--- src/hw/rtl/codel_pkg.sv ---
// Shared types, constants and helpers for the CoDel queue drop controller.
package codel_pkg;

  localparam int DEFAULT_QUEUE_DEPTH = 32;
  localparam int TIME_W = 32;
  localparam int TAG_W = 32;
  localparam int BACKLOG_W = 11;
  localparam int KIND_W = 3;
  localparam int CFG_INDEX_W = 2;

  localparam logic [TIME_W-1:0] TARGET_DELAY_RESET = 32'd5;
  localparam logic [TIME_W-1:0] INTERVAL_RESET = 32'd100;
  localparam logic [BACKLOG_W-1:0] MIN_BACKLOG_RESET = 11'd1;
  localparam logic [31:0] COUNT_MAX = 32'hFFFF_FFFF;

  localparam logic [CFG_INDEX_W-1:0] REG_TARGET_DELAY = 2'd0;
  localparam logic [CFG_INDEX_W-1:0] REG_INTERVAL = 2'd1;
  localparam logic [CFG_INDEX_W-1:0] REG_MIN_BACKLOG = 2'd2;

  localparam logic [KIND_W-1:0] KIND_DELIVERED = 3'd0;
  localparam logic [KIND_W-1:0] KIND_DROPPED = 3'd1;
  localparam logic [KIND_W-1:0] KIND_EMPTY = 3'd2;
  localparam logic [KIND_W-1:0] KIND_ENQUEUED = 3'd3;
  localparam logic [KIND_W-1:0] KIND_REJECTED = 3'd4;

  localparam logic CMD_ENQUEUE = 1'b0;
  localparam logic CMD_DEQUEUE = 1'b1;

  // Request to the control-law unit: result = base + isqrt(interval^2 / count)
  typedef struct packed {
    logic              start;
    logic [TIME_W-1:0] base;
    logic [TIME_W-1:0] interval;
    logic [31:0]       count;
  } law_req_t;

  function automatic logic at_or_after(input logic [TIME_W-1:0] a, input logic [TIME_W-1:0] b);
    logic [TIME_W-1:0] d;
    d = a - b;
    return ~d[TIME_W-1];
  endfunction

endpackage

--- src/hw/rtl/codel_fifo.sv ---
// Packet FIFO: tag and arrival memories with head/tail pointers and fill count.
module codel_fifo import codel_pkg::*; #(
  parameter int QUEUE_DEPTH = DEFAULT_QUEUE_DEPTH
) (
  input  logic                                 clk,
  input  logic                                 rst,
  input  logic                                 push,
  input  logic [TIME_W-1:0]                    push_arrival,
  input  logic [TAG_W-1:0]                     push_tag,
  input  logic                                 pop,
  output logic [TIME_W-1:0]                    head_arrival,
  output logic [TAG_W-1:0]                     head_tag,
  output logic [$clog2(QUEUE_DEPTH+1)-1:0]     occupancy,
  output logic                                 empty,
  output logic                                 full
);

  localparam int IDX_W = $clog2(QUEUE_DEPTH);
  localparam int OCC_W = $clog2(QUEUE_DEPTH+1);
  localparam logic [IDX_W-1:0] LAST_IDX = IDX_W'(QUEUE_DEPTH - 1);

  logic [TIME_W-1:0] arrival_mem [QUEUE_DEPTH];
  logic [TAG_W-1:0]  tag_mem [QUEUE_DEPTH];
  logic [IDX_W-1:0]  head_index;
  logic [IDX_W-1:0]  tail_index;

  assign empty = (occupancy == '0);
  assign full  = (occupancy == OCC_W'(QUEUE_DEPTH));

  always_ff @(posedge clk) begin
    if (push) begin
      arrival_mem[tail_index] <= push_arrival;
      tag_mem[tail_index]     <= push_tag;
    end
    head_arrival <= arrival_mem[head_index];
    head_tag     <= tag_mem[head_index];
  end

  always_ff @(posedge clk) begin
    if (rst) begin
      head_index <= '0;
      tail_index <= '0;
      occupancy  <= '0;
    end else begin
      if (push) begin
        tail_index <= (tail_index == LAST_IDX) ? '0 : tail_index + 1'b1;
      end
      if (pop) begin
        head_index <= (head_index == LAST_IDX) ? '0 : head_index + 1'b1;
      end
      if (push && !pop) begin
        occupancy <= occupancy + 1'b1;
      end else if (pop && !push) begin
        occupancy <= occupancy - 1'b1;
      end
    end
  end

endmodule

--- config.mk ---
export PLATFORM = sky130hd
export DESIGN_NAME = codel_fifo
export DESIGN_NICKNAME = d
export VERILOG_FILES = /design/src/hw/rtl/codel_pkg.sv /design/src/hw/rtl/codel_fifo.sv
export SDC_FILE = /design/constraint.sdc
export NUM_CORES = 2
export LEC_CHECK = 0
export ABC_AREA = 0
export BUFFER_PORTS_ARGS = -buffer_cell sky130_fd_sc_hd__buf_2
export CAP_MARGIN = 20
export CORE_UTILIZATION = 55
export CTS_CLUSTER_DIAMETER = 50
export DETAILED_ROUTE_END_ITERATION = 10
export PLACE_DENSITY = 0.72
export SLEW_MARGIN = 40
export SYNTH_ARGS = -nofsm -noshare
export SYNTH_HDL_FRONTEND = slang
export SYNTH_SLANG_ARGS = --single-unit
--- constraint.sdc ---
create_clock -name clk -period 13.1 [get_ports clk]
set_input_delay 1.965 -clock clk [delete_from_list [all_inputs] [get_ports clk]]
set_output_delay 1.965 -clock clk [all_outputs]
set_load 0.005 [all_outputs]
# Yosys cells after proc, flatten, opt, wreduce, memory -nomap -nowiden
# Memories as Yosys holds them, arrays and structs flattened. A register that Yosys moved wholly into a read port is not among the register bits.
# Index checks and enable logic that the tools add are counted.
[totals] memories=2 out_inout_bits=72 reg_bits=16 ram_bits=2048 word_cells=24
[op_classes] n_addsub=4 n_eq_ne=3 reduce_logical=6 muxes=6
[mem_list] memory="arrival_mem" depth=32 width=32 read_ports=1 rd_ports_with_merged_regs=1 write_ports=1 line="codel_fifo.sv:22" source="logic [TIME_W-1:0] arrival_mem [QUEUE_DEPTH];"
[mem_list] memory="tag_mem" depth=32 width=32 read_ports=1 rd_ports_with_merged_regs=1 write_ports=1 line="codel_fifo.sv:23" source="logic [TAG_W-1:0] tag_mem [QUEUE_DEPTH];"
[ops] op="$mux W6" count=2
[ops] op="$add A5 B1 Y5 const B" count=2
[ops] op="$eq A5 B5 Y1 const B" count=2
[ops] op="$mux W5" count=2
[ops] op="$add A6 B1 Y6 const B" count=1
[ops] op="$eq A6 B6 Y1 const B" count=1
[ops] op="$logic_not A6 Y1" count=1
[ops] op="$sub A6 B1 Y6 const B" count=1
[ops] op="$logic_and A1 B1 Y1" count=2
[ops] op="$logic_not A1 Y1" count=2
[ops] op="$mux W1" count=2
[ops] op="$reduce_bool A2 Y1" count=1

# Logic depth before layout (Yosys ltp)
[logic_depth] ltp_word=4 ltp_mapped=10

# Worst setup path after synthesis
# OpenSTA, ideal clock, no wires.
[synth_path] kind="input to register" from="in push" to="mem arrival_mem[3][0], enable pin" path_buffers=0 slack_ps=4347 arrival_time_ps=8109 required_ps=12456 cell_stages=2 path_cell_list="nand2_1 nor4_1"
[synth_between] elab_chain_cells=2
[synth_rtl] element="start, declared" line="codel_fifo.sv:7" source="input logic push,"
[synth_rtl] element="$mux W1" line="codel_fifo.sv:31" source="if (push) begin"
[synth_rtl] element="$mux W1 (implied by the code)" line="codel_fifo.sv:32" source="arrival_mem[tail_index] <= push_arrival;"
[synth_rtl] element="end, declared" line="codel_fifo.sv:22"
# Every way passes these cells.

# Worst setup path in the final report
[layout_path] from="in push" to="mem arrival_mem[1][18], enable pin"
# Same word-level chain as after synthesis.

==> key figures <==
Job
  • MaxCap Viol Count: 0

Timing
  • Relative slew slack: 0.402
  • Fmax: 0.235 GHz
  • Setup tns final: 0 ns
  • RSZ-0062 raised after global routing: no
  • Worst Skew: 0.0245 ns
  • Tcrit/Tclk final: 0.325
  • Fin. Hold Viols: 0
  • Worst-Margin Slew: 0.897 ns
  • Crit path time final: 4.26 ns
  • Setup-failing EPs final: 0
  • Final Max Slew Viols: 0

Clock network
  • H-tree depth: 4
  • Clock net sink count: 2128
  • Num CTS Buffers: 208
  • Worst skew pair latency: 0.83 ns
  • CTS Hold Buffers Added: 0
  • Postcts setup bufs: 0
  • Clock Path Buffers: 3
  • Clk root buf: clkbuf_16
  • Number of gates resized after CTS: 0
  • Clock input transition at the sequential cells of the worst setup and hold paths: 0.06 ns
  • CTS tree: yes

Critical path
  • Delay-heaviest family, CP: buffers and inverters
  • Worst-path maximum fanout: 35
  • FF-to-FF setup slack: 9.09 ns
  • Crit-path max cell delay: 0.73 ns
  • Worst Path Required: 13.55 ns
  • Crit path cell chain: buf_2, nand2_1, nor2_4, buf_4, buf_4
  • Worst Path Arrival: 4.70 ns
  • CP dominant cell by count: buf_4
  • Reg2reg end: head_arrival[31]
  • Slowest-stage cell, CP: buf_4
  • Launch point of the worst reg-to-reg path: head_index[1]
  • CP Class: in2reg
  • Path depth of the worst reg2reg path: 7
  • Startpoint types: input port
  • Buffers & Inverters on Critical Path: 3
  • Crit path capture type: flop

Layout
  • NumNets Final: 3931
  • Fillers: 9596
  • Area Overhead vs Synth: 12.7%
  • Share of layout cells above drive strength 1: 0.244

Global route
  • First-pass GRT wire length: 264000 um
  • Number of global-route vias before repair: 38600
  • Grt ovf: 0
  • GR Util All Layers: 0.250
  • Antenna violations before repair: 7
  • Largest net degree at the start of global routing: 116

Routing
  • Drt first pass iters: 8
  • # DRC: 56
  • Via count: 38200
  • Drt via density: 6.43
  • DR iter-0 viols: 4164
  • Final wirelength: 182000 um
  • DR WL/cell: 30.7 um
  • Routed Antenna Nets: 0

Yosys
  • Synth Flop Type: edfxtp_1
  • Top cells by count, synth: edfxtp_1, mux4_2, mux2i_1, a22oi_1, o22ai_1
  • FFs w/ async S/R, synth: 0
  • Leading area contributor after synthesis: edfxtp_1
  • Syn avg cell area: 22.1 um^2
  • Top-count cell post-synth: edfxtp_1
  • Syn_nets: 3690
  • Seq/Total Area, Yosys: 0.792
  • XOR/XNOR Fraction of Synth Area: 0.000330
  • Post-synth EDFFs: 2048
  • Post-Syn Area: 0.0797 mm^2
  • Compound-Gate Fraction of Synth Area: 0.0367
  • FF+latch count, synth: 2128
  • Synth cell types: 50
  • Synth Area in Adders: 0.00213
  • Main combinational cell family by area after synthesis: multiplexers
  • Area contributors post-synth: edfxtp_1, mux4_2, mux2i_1, dfxtp_1, a22oi_1
  • Synth top area share: 0.772
  • Mapped Cells: 3609
  • Mux share of post-synthesis cell area: 0.142
  • Ys Warns: 0
  • Post-synthesis simple-gate area fraction: 0.0128

Pwr
  • Power Density: 158 mW/mm^2
  • Maximum vdd drop: 0.137 mV
  • LEAKAGE: 27.8 nW
  • Power, Total: 0.0142 W

Die
  • CORE AREA: 0.144 mm^2
  • Die W: 383 um
  • # rows: 139
  • Full die area: 0.146 mm^2
  • Die height: 383 um
  • Initial Utilization: 0.555
  • I/O pin cnt: 140

Worst hold path
  • Min-delay src: occupancy[3]
  • Hold Path Class: reg2reg
  • Hold depth: 2
  • Worst Hold Endpoint: occupancy[3]

Placement
  • Number of port buffers: 139
  • GP Congestion: 0.774
  • DP HPWL: 97100 um

Status
  • Outcome: finished with violations
  • Failing checks: design-rule violations
==> cells in the final DEF, fill, tap and decap left out, drive strengths merged, types with 9 or more instances in the layout <==
master,count
buf,235
a22oi,150
nor2b,20
a21oi,39
dfxtp,80
ha,12
mux2i,262
clkbuf,293
inv,21
a22o,9
nor2,38
o221ai,24
edfxtp,2048
bufinv,19
nand4,16
a211oi,73
mux4,384
o22ai,96
nand3,37
clkinv,62
nand2,28
nor3,23
==> state kept, by name, indices dropped and copies added (netlist names) <==
name / cells
arrival_mem: 1024
tag_mem: 1024
head_arrival: 32
head_tag: 32
occupancy: 6
head_index: 5
tail_index: 5
==> cells by family (layout without fill, tap and decap cells) <==
kind of cell / count (synthesis) / after routing
AO/OA/AOI/OAI: 413 / 413
XOR/XNOR: 3 / 3
adder cells (fa/ha/maj): 13 / 13
buffers and inverters: 208 / 633
flip-flops: 2128 / 2128
multiplexers: 648 / 648
other: 0 / 2
AND/OR/NAND/NOR: 196 / 196
==> tightest hold or removal path, delay by kind of cell (launching register included) <==
kind,cells,cell delay (ns)
DFF,1,0.34
and+or+nand+nor,1,0.07
AOI/OAI and AO/OA,1,0.05
==> per-stage QoR <==
step / utilization / instance area, um^2 / cells / hold slack [ns] / worst slack, ns
floorplan: - / 79700 / 3609 / 0.481 / 4.35
global placement: 0.575 / 82600 / 5534 / 0.504 / 8.08
detailed placement: 0.576 / 82800 / 5541 / 0.502 / 7.99
CTS: 0.625 / 89800 / 5935 / 0.513 / 8.81
global route: 0.625 / 89800 / 5937 / 0.550 / 8.82
finish: 0.625 / 89800 / 5939 / 0.514 / 8.84
==> area by class of cell <==
class                   instances  area, um^2  share of cell area
diodes                          2        5.00           0.0000557
clock buffers                 293        5820              0.0648
clock inverters               101        1150              0.0128
inverters                       4        15.0            0.000167
multi-input cells            1273       15700               0.175
flip-flops and latches       2128       63100               0.703
well taps                    1903        2380              0.0265
repair buffers                235        1640              0.0183
==> layer usage <==
metal / share of wire / vias up / track usage
met5: 0.00013 / - / 0
met2: 0.50 / 1807 / 0.412
met3: 0.078 / 265 / 0.0342
met4: 0.023 / 4 / 0.0706
met1: 0.40 / 20300 / 0.354
li1: - / 15800 / -
==> worst max-delay path by stage <==
stage / cells after the start / slack [ns] / endpoint / startpoint
after floorplan: 2 / 4.35 / arrival_mem[3][0] / push
after global routing: 5 / 8.82 / arrival_mem[1][18] / push
after detailed placement: 5 / 7.99 / arrival_mem[1][17] / push
final: 5 / 8.84 / arrival_mem[1][18] / push
after global placement: 5 / 8.08 / arrival_mem[1][3] / push
after CTS: 6 / 8.81 / head_tag[1] / head_index[0]
==> where the power goes <==
part	internal, W	switching [W]
clock	0.00349	0.00253
combinational	0.000253	0.000360
sequential	0.00752	0.0000459
Power figures use the tool's default switching activity.
