**config.mk**
```make
export PLATFORM = sky130hd
export DESIGN_NAME = codel_law
export DESIGN_NICKNAME = d
export VERILOG_FILES = /design/src/hw/rtl/codel_pkg.sv /design/src/hw/rtl/codel_law.sv
export SDC_FILE = /design/constraint.sdc
export NUM_CORES = 2
export LEC_CHECK = 0
export BUFFER_PORTS_ARGS = -buffer_cell sky130_fd_sc_hd__buf_2
export CAP_MARGIN = 30
export CORE_MARGIN = 2
export CORE_UTILIZATION = 50
export CTS_CLUSTER_SIZE = 10
export DETAILED_ROUTE_END_ITERATION = 7
export PLACE_DENSITY = 0.75
export SYNTH_ARGS = -nofsm -noshare
export SYNTH_HDL_FRONTEND = slang
export SYNTH_SLANG_ARGS = --single-unit
export TNS_END_PERCENT = 5
```
**constraint.sdc**
```tcl
create_clock -name clk -period 9.1 [get_ports clk]
set_input_delay 0.455 -clock clk [delete_from_list [all_inputs] [get_ports clk]]
set_output_delay 0.455 -clock clk [all_outputs]
set_load 0.05 [all_outputs]
```
**src/hw/rtl/codel_pkg.sv**
```systemverilog
// Shared types, constants and helpers for the CoDel queue drop controller.
package codel_pkg;

  localparam int DEFAULT_QUEUE_DEPTH = 32;
  localparam int TIME_W = 32;
  localparam int TAG_W = 32;
  localparam int BACKLOG_W = 11;
  localparam int KIND_W = 3;
  localparam int CFG_INDEX_W = 2;

  localparam logic [TIME_W-1:0] TARGET_DELAY_RESET = 32'd5;
  localparam logic [TIME_W-1:0] INTERVAL_RESET = 32'd100;
  localparam logic [BACKLOG_W-1:0] MIN_BACKLOG_RESET = 11'd1;
  localparam logic [31:0] COUNT_MAX = 32'hFFFF_FFFF;

  localparam logic [CFG_INDEX_W-1:0] REG_TARGET_DELAY = 2'd0;
  localparam logic [CFG_INDEX_W-1:0] REG_INTERVAL = 2'd1;
  localparam logic [CFG_INDEX_W-1:0] REG_MIN_BACKLOG = 2'd2;

  localparam logic [KIND_W-1:0] KIND_DELIVERED = 3'd0;
  localparam logic [KIND_W-1:0] KIND_DROPPED = 3'd1;
  localparam logic [KIND_W-1:0] KIND_EMPTY = 3'd2;
  localparam logic [KIND_W-1:0] KIND_ENQUEUED = 3'd3;
  localparam logic [KIND_W-1:0] KIND_REJECTED = 3'd4;

  localparam logic CMD_ENQUEUE = 1'b0;
  localparam logic CMD_DEQUEUE = 1'b1;

  // Request to the control-law unit: result = base + isqrt(interval^2 / count)
  typedef struct packed {
    logic              start;
    logic [TIME_W-1:0] base;
    logic [TIME_W-1:0] interval;
    logic [31:0]       count;
  } law_req_t;

  function automatic logic at_or_after(input logic [TIME_W-1:0] a, input logic [TIME_W-1:0] b);
    logic [TIME_W-1:0] d;
    d = a - b;
    return ~d[TIME_W-1];
  endfunction

endpackage

```
**src/hw/rtl/codel_law.sv**
```systemverilog
// Control-law unit: base + isqrt(interval^2 / count) on one shared subtractor.
module codel_law import codel_pkg::*; (
  input  logic              clk,
  input  logic              rst,
  input  law_req_t          req,
  output logic              done,
  output logic [TIME_W-1:0] result
);

  typedef enum logic [4:0] {
    L_IDLE = 5'b00001,
    L_MUL  = 5'b00010,
    L_DIV  = 5'b00100,
    L_SQRT = 5'b01000,
    L_DONE = 5'b10000
  } law_state_t;

  law_state_t        state;
  logic [5:0]        cnt;
  logic [63:0]       acc;
  logic [33:0]       rem;
  logic [31:0]       root;
  logic [31:0]       divisor;
  logic [31:0]       iv;
  logic [TIME_W-1:0] base;

  logic [33:0] sub_a;
  logic [33:0] sub_b;
  logic [34:0] diff;
  logic        ge;

  // One subtractor serves both the divide steps and the square-root steps
  always_comb begin
    if (state == L_SQRT) begin
      sub_a = {rem[31:0], acc[63:62]};
      sub_b = {root, 2'b01};
    end else begin
      sub_a = {1'b0, rem[31:0], acc[63]};
      sub_b = {2'b00, divisor};
    end
    diff = {1'b0, sub_a} - {1'b0, sub_b};
    ge   = ~diff[34];
  end

  always_ff @(posedge clk) begin
    if (rst) begin
      state <= L_IDLE;
      done  <= 1'b0;
      cnt   <= '0;
    end else begin
      done <= 1'b0;
      case (state)
        L_IDLE: begin
          if (req.start) begin
            iv      <= req.interval;
            base    <= req.base;
            divisor <= (req.count == '0) ? 32'd1 : req.count;
            state   <= L_MUL;
          end
        end
        L_MUL: begin
          acc   <= 64'(iv) * 64'(iv);
          rem   <= '0;
          cnt   <= '0;
          state <= L_DIV;
        end
        L_DIV: begin
          // restoring divide, one quotient bit a cycle
          rem <= ge ? diff[33:0] : sub_a;
          acc <= {acc[62:0], ge};
          cnt <= cnt + 1'b1;
          if (cnt == 6'd63) begin
            rem   <= '0;
            root  <= '0;
            cnt   <= '0;
            state <= L_SQRT;
          end
        end
        L_SQRT: begin
          // digit-by-digit square root, one root bit a cycle
          rem  <= ge ? diff[33:0] : sub_a;
          root <= {root[30:0], ge};
          acc  <= {acc[61:0], 2'b00};
          cnt  <= cnt + 1'b1;
          if (cnt == 6'd31) begin
            state <= L_DONE;
          end
        end
        L_DONE: begin
          result <= base + root;
          done   <= 1'b1;
          state  <= L_IDLE;
        end
        default: state <= L_IDLE;
      endcase
    end
  end

endmodule

```
# Word level (Yosys, flattened, before mapping)
# Index checks and enable logic that the tools add are counted.
# word_totals
output_inout_bits	33
wordCells	49
regBits	268
# op_classes
n_mux	15
n_eq_ne	10
addsub	3
n_mul	1
bitwise_logic	2
reduce_logical	8
# op_table
op	n
$pmux W64 S3	1
$mux W32	3
$pmux W32 S3	1
$mux W34	2
$mul A32 B32 Y64	1
$pmux W32 S2	1
$sub A34 B34 Y35	1
$add A32 B32 Y32	1
$logic_not A32 Y1	1
$pmux W5 S4	1
$pmux W6 S3	1
$mux W5	3
$reduce_and A3 Y1	3
$add A6 B1 Y6 const B	1
$eq A6 B5 Y1 const B	1
$eq A6 B6 Y1 const B	1
$mux W6	1
$eq A5 B1 Y1 const B	1
$eq A5 B2 Y1 const B	1
$eq A5 B3 Y1 const B	1
$eq A5 B4 Y1 const B	1
$eq A5 B5 Y1 const B	1
$ne A2 B2 Y1 const B	2
$reduce_and A2 Y1	2
other kinds (5)	6

# Depth between registers and ports, before layout
# depth
depth_word	6
mapped_depth	30
ltp_nobuf	27

# Worst setup path after synthesis
# OpenSTA, ideal clock, no wires.
# synth_timing
kind	register to register
startpoint	reg state[1]
endpoint	reg base[0] (enable)
t_required_ns	8.432
n_path_buf	0
stages_incl_launch_ff	4
period_less_slack_ns	8.398
arrival_time_ns	7.730
slack_ns	0.702
setup_ns	0.668
cell_sequence	dfxtp_1 > or3_1 > or3b_2 > nor3_1
# synth_between
elab_chain_len	2
# synth_lines
element	line_no	text
start: declaration	codel_law.sv:18	law_state_t state;
start signal: assignment	codel_law.sv:47	state <= L_IDLE;
start signal: assignment	codel_law.sv:58	state <= L_MUL;
start signal: assignment	codel_law.sv:65	state <= L_DIV;
$eq A5 B1 Y1	codel_law.sv:52	case (state)
$reduce_and A3 Y1 (no line)	n/a	
end signal: assignment	codel_law.sv:56	base <= req.base;
end: declaration	codel_law.sv:25	logic [TIME_W-1:0] base;
# No other way between the ends.
# A chain may end at the register's enable or synchronous reset.

# Worst setup path after layout
# layout_timing
startpoint	reg iv[23]
endpoint	reg acc[59], data pin
# layout_between
elab_chain_len	2
# layout_lines
element	line_no	text
start: declaration	codel_law.sv:24	logic [31:0] iv;
start signal: assignment	codel_law.sv:55	iv <= req.interval;
$mul A32 B32 Y64	codel_law.sv:62	acc <= 64'(iv) * 64'(iv);
$pmux W64 S3	codel_law.sv:52	
end signal: assignment	codel_law.sv:62	
end signal: assignment	codel_law.sv:70	acc <= {acc[62:0], ge};
end signal: assignment	codel_law.sv:83	acc <= {acc[61:0], 2'b00};
end: declaration	codel_law.sv:20	logic [63:0] acc;
# No other way between the ends.

==> metrics.txt <==
Fin Setup TNS 0 ns; class of the worst hold path input pin to flip-flop; slowest stage cell, crit path edfxtp_1; initial DRC count 2317; Nets 5706; Synth cell types 91; clock skew 0.0498 ns; CTS tree built; status finished, final reports clean; CP top delay family adder cells; minimum clock period 8.45 ns; Post-synth EDFFs 256; Syn Inst Count 4428; detail-routed via count per cell 5.41; Final Max Tran Viols 0; endpoints failing hold 0; initial core utilization 50.4%; DIE AREA 0.0895 mm^2; clk buf depth 3; # port buffers 131; initial antenna violation count 4; hpwl dp 85.6 mm; DIE HEIGHT 299 um; critical-path cell list nand2_1 > inv_1 > fa_1 > fa_1 > fa_1 > inv_1 > fa_1 > inv_1 > fa_1 > fa_1 > fa_1 > fa_1 > ha_1 > a21oi_1 > o21ai_0 > a221oi_1 > nor2_1 > o31ai_1 > o31ai_4 > a31oi_2 > o21ai_1 > xnor2_1 > o21ai_1; layout cells sized above 1 6.90%; total of max-cap violations 0; detailed-route via count 30500; CTS buffer count 36; Post-CTS Setup Inserts 0; CTS H-tree depth 2; core area 0.0865 mm^2; CTS root buf clkbuf_16; die width 299 um; mapped cell area 0.0435 mm^2; Synth Net Count 5685; Buf/Inv on CP 3; Antenna Violating Nets Remaining 0; count of TritonRoute iterations in the first routing pass 6; Yosys warning total 0; RSZ-0062 raised after global routing no; Avg Cell Area, Syn 9.83 um^2; area of the multi-input gates 0.0311 mm^2; pin count of the biggest net entering global routing 81; CP Max Fanout 19; max_slew headroom 27.5%; max incr delay on CP 1.06 ns; worst path required time 9.38 ns; Arr. time, crit path 8.73 ns; final worst path period share 92.8%; worst skew pair latency 0.58 ns; aggregate global-route resource usage 24.1%; Worst-path clk slew 0.07 ns; number of global-route vias before repair 32700; Yosys reg bits 268; FF+latch area 0.00793 mm^2; Routability Congestion 0.915; crit end category flip-flop; Fillers 7640; P&R area growth vs syn 6.62%; DRC Markers 0; CP Launch Type flip-flop; Worst-Margin Slew 1.09 ns; most used cell, CP fa_1; CTS Hold Buffers Added 0; row cnt 108; first-pass GRT wire length 172 mm; Setup-failing EPs final 0; final WL 105 mm; post-synthesis async set-or-reset flop share 0%; clk sinks 268; register area share after synthesis 18.2%; Top FF cell, synth edfxtp_1; post-cts gate resize count 0; critical path class flip-flop to flip-flop; IO Pins 132; total gr overflow 0; wire length per cell 18.7 um; Max Clk Rate 118 MHz
## cells in the mapped netlist (all sizes together), types with 8 or more instances
library cell	instances	area, um^2
a211oi	15	143
a21o	70	533
a21oi	178	925
a22oi	59	443
a31o	13	114
a31oi	17	119
and2	264	1650
and3	21	131
buf	22	141
clkbuf	186	698
dfxtp	12	240
edfxtp	256	7690
fa	794	15900
ha	364	4550
inv	993	3730
mux2i	27	270
nand2	438	1640
nand2b	13	81.3
nand3	27	135
nand4	27	169
nor2	128	488
nor2b	19	119
nor3	28	150
nor3b	8	65.1
nor4	11	68.8
o21a	16	120
o21ai	133	669
o21bai	25	199
o31ai	11	134
or2	12	75.1
or3	8	50.1
xnor2	90	788
xor2	64	561
## layout by cell type, fill, tap and decap left out, drive strengths merged, types with 12 or more instances in the layout
| cell | count |
|---|---|
| inv | 995 |
| fa | 794 |
| nand2 | 438 |
| ha | 364 |
| and2 | 264 |
| edfxtp | 256 |
| buf | 191 |
| a21oi | 178 |
| o21ai | 133 |
| nor2 | 128 |
| xnor2 | 90 |
| a21o | 70 |
| xor2 | 64 |
| a22oi | 59 |
| clkbuf | 45 |
| nor3 | 28 |
| mux2i | 27 |
| nand4 | 27 |
| nand3 | 27 |
| o21bai | 25 |
| and3 | 21 |
| nor2b | 19 |
| a31oi | 17 |
| o21a | 16 |
| a211oi | 15 |
| nand2b | 13 |
| a31o | 13 |
| or2 | 12 |
| dfxtp | 12 |
## sequential cells by signal (all words and copies together), names as in the netlist
register / flops
done: 1
root: 32
result: 32
divisor: 32
rem: 32
acc: 64
iv: 32
cnt: 6
base: 32
state: 5
## layout make-up
cell class	instances	area share, %
multi-input combinational	2958	67.0
sequential	268	17.1
inverter	994	8.04
tap	1155	3.11
timing repair buffer	191	2.52
clock buffer	45	2.06
clock inverter	11	0.199
antenna	4	0.0216
## logic make-up (layout without fill, tap and decap cells)
kind of cell    count (synthesis)  in the layout  share of synthesized area, %
compound gates                597            597                          9.18
fa+ha+maj                    1158           1158                          47.0
other cells                     0              4                             0
flops                         268            268                          18.2
xor+xnor                      154            154                          3.10
buf+inv                      1202           1241                          10.5
simple gates                 1021           1021                          11.4
mux                            28             28                         0.647
## through the flow
step	cells	worst slack, ns	instance area, um^2	util (%)	hold slack [ns]
floorplan	4428	0.702	43500	-	0.461
global placement	5562	0.777	45300	52.4	0.483
detailed placement	5566	0.825	45400	52.5	0.502
CTS	5622	0.762	46400	53.7	0.0220
global route	5626	0.352	46400	53.7	0.0336
finish	5626	0.652	46400	53.7	0.0499
## worst paths after layout
| check | depth (start not counted) | endpoint | slack [ns] | start |
|---|---|---|---|---|
| worst max-delay path | 23 | acc[59] | 0.65 | iv[23] |
| worst min-delay path | 1 | iv[21] | 0.05 | req[53] |
| worst max register to register | 23 | acc[59] | 0.65 | iv[23] |
| worst min register to register | 2 | cnt[3] | 0.51 | cnt[3] |
## metal layers
layer,wire (um),global-route usage (%)
met1,42800,31.6
met3,7000,3.77
met2,52100,41.5
met4,3330,7.08
met5,0,0
Power is left out: the tool's default activity adds up to more than one toggle a clock period on the data nets, which glitch-free logic cannot reach.
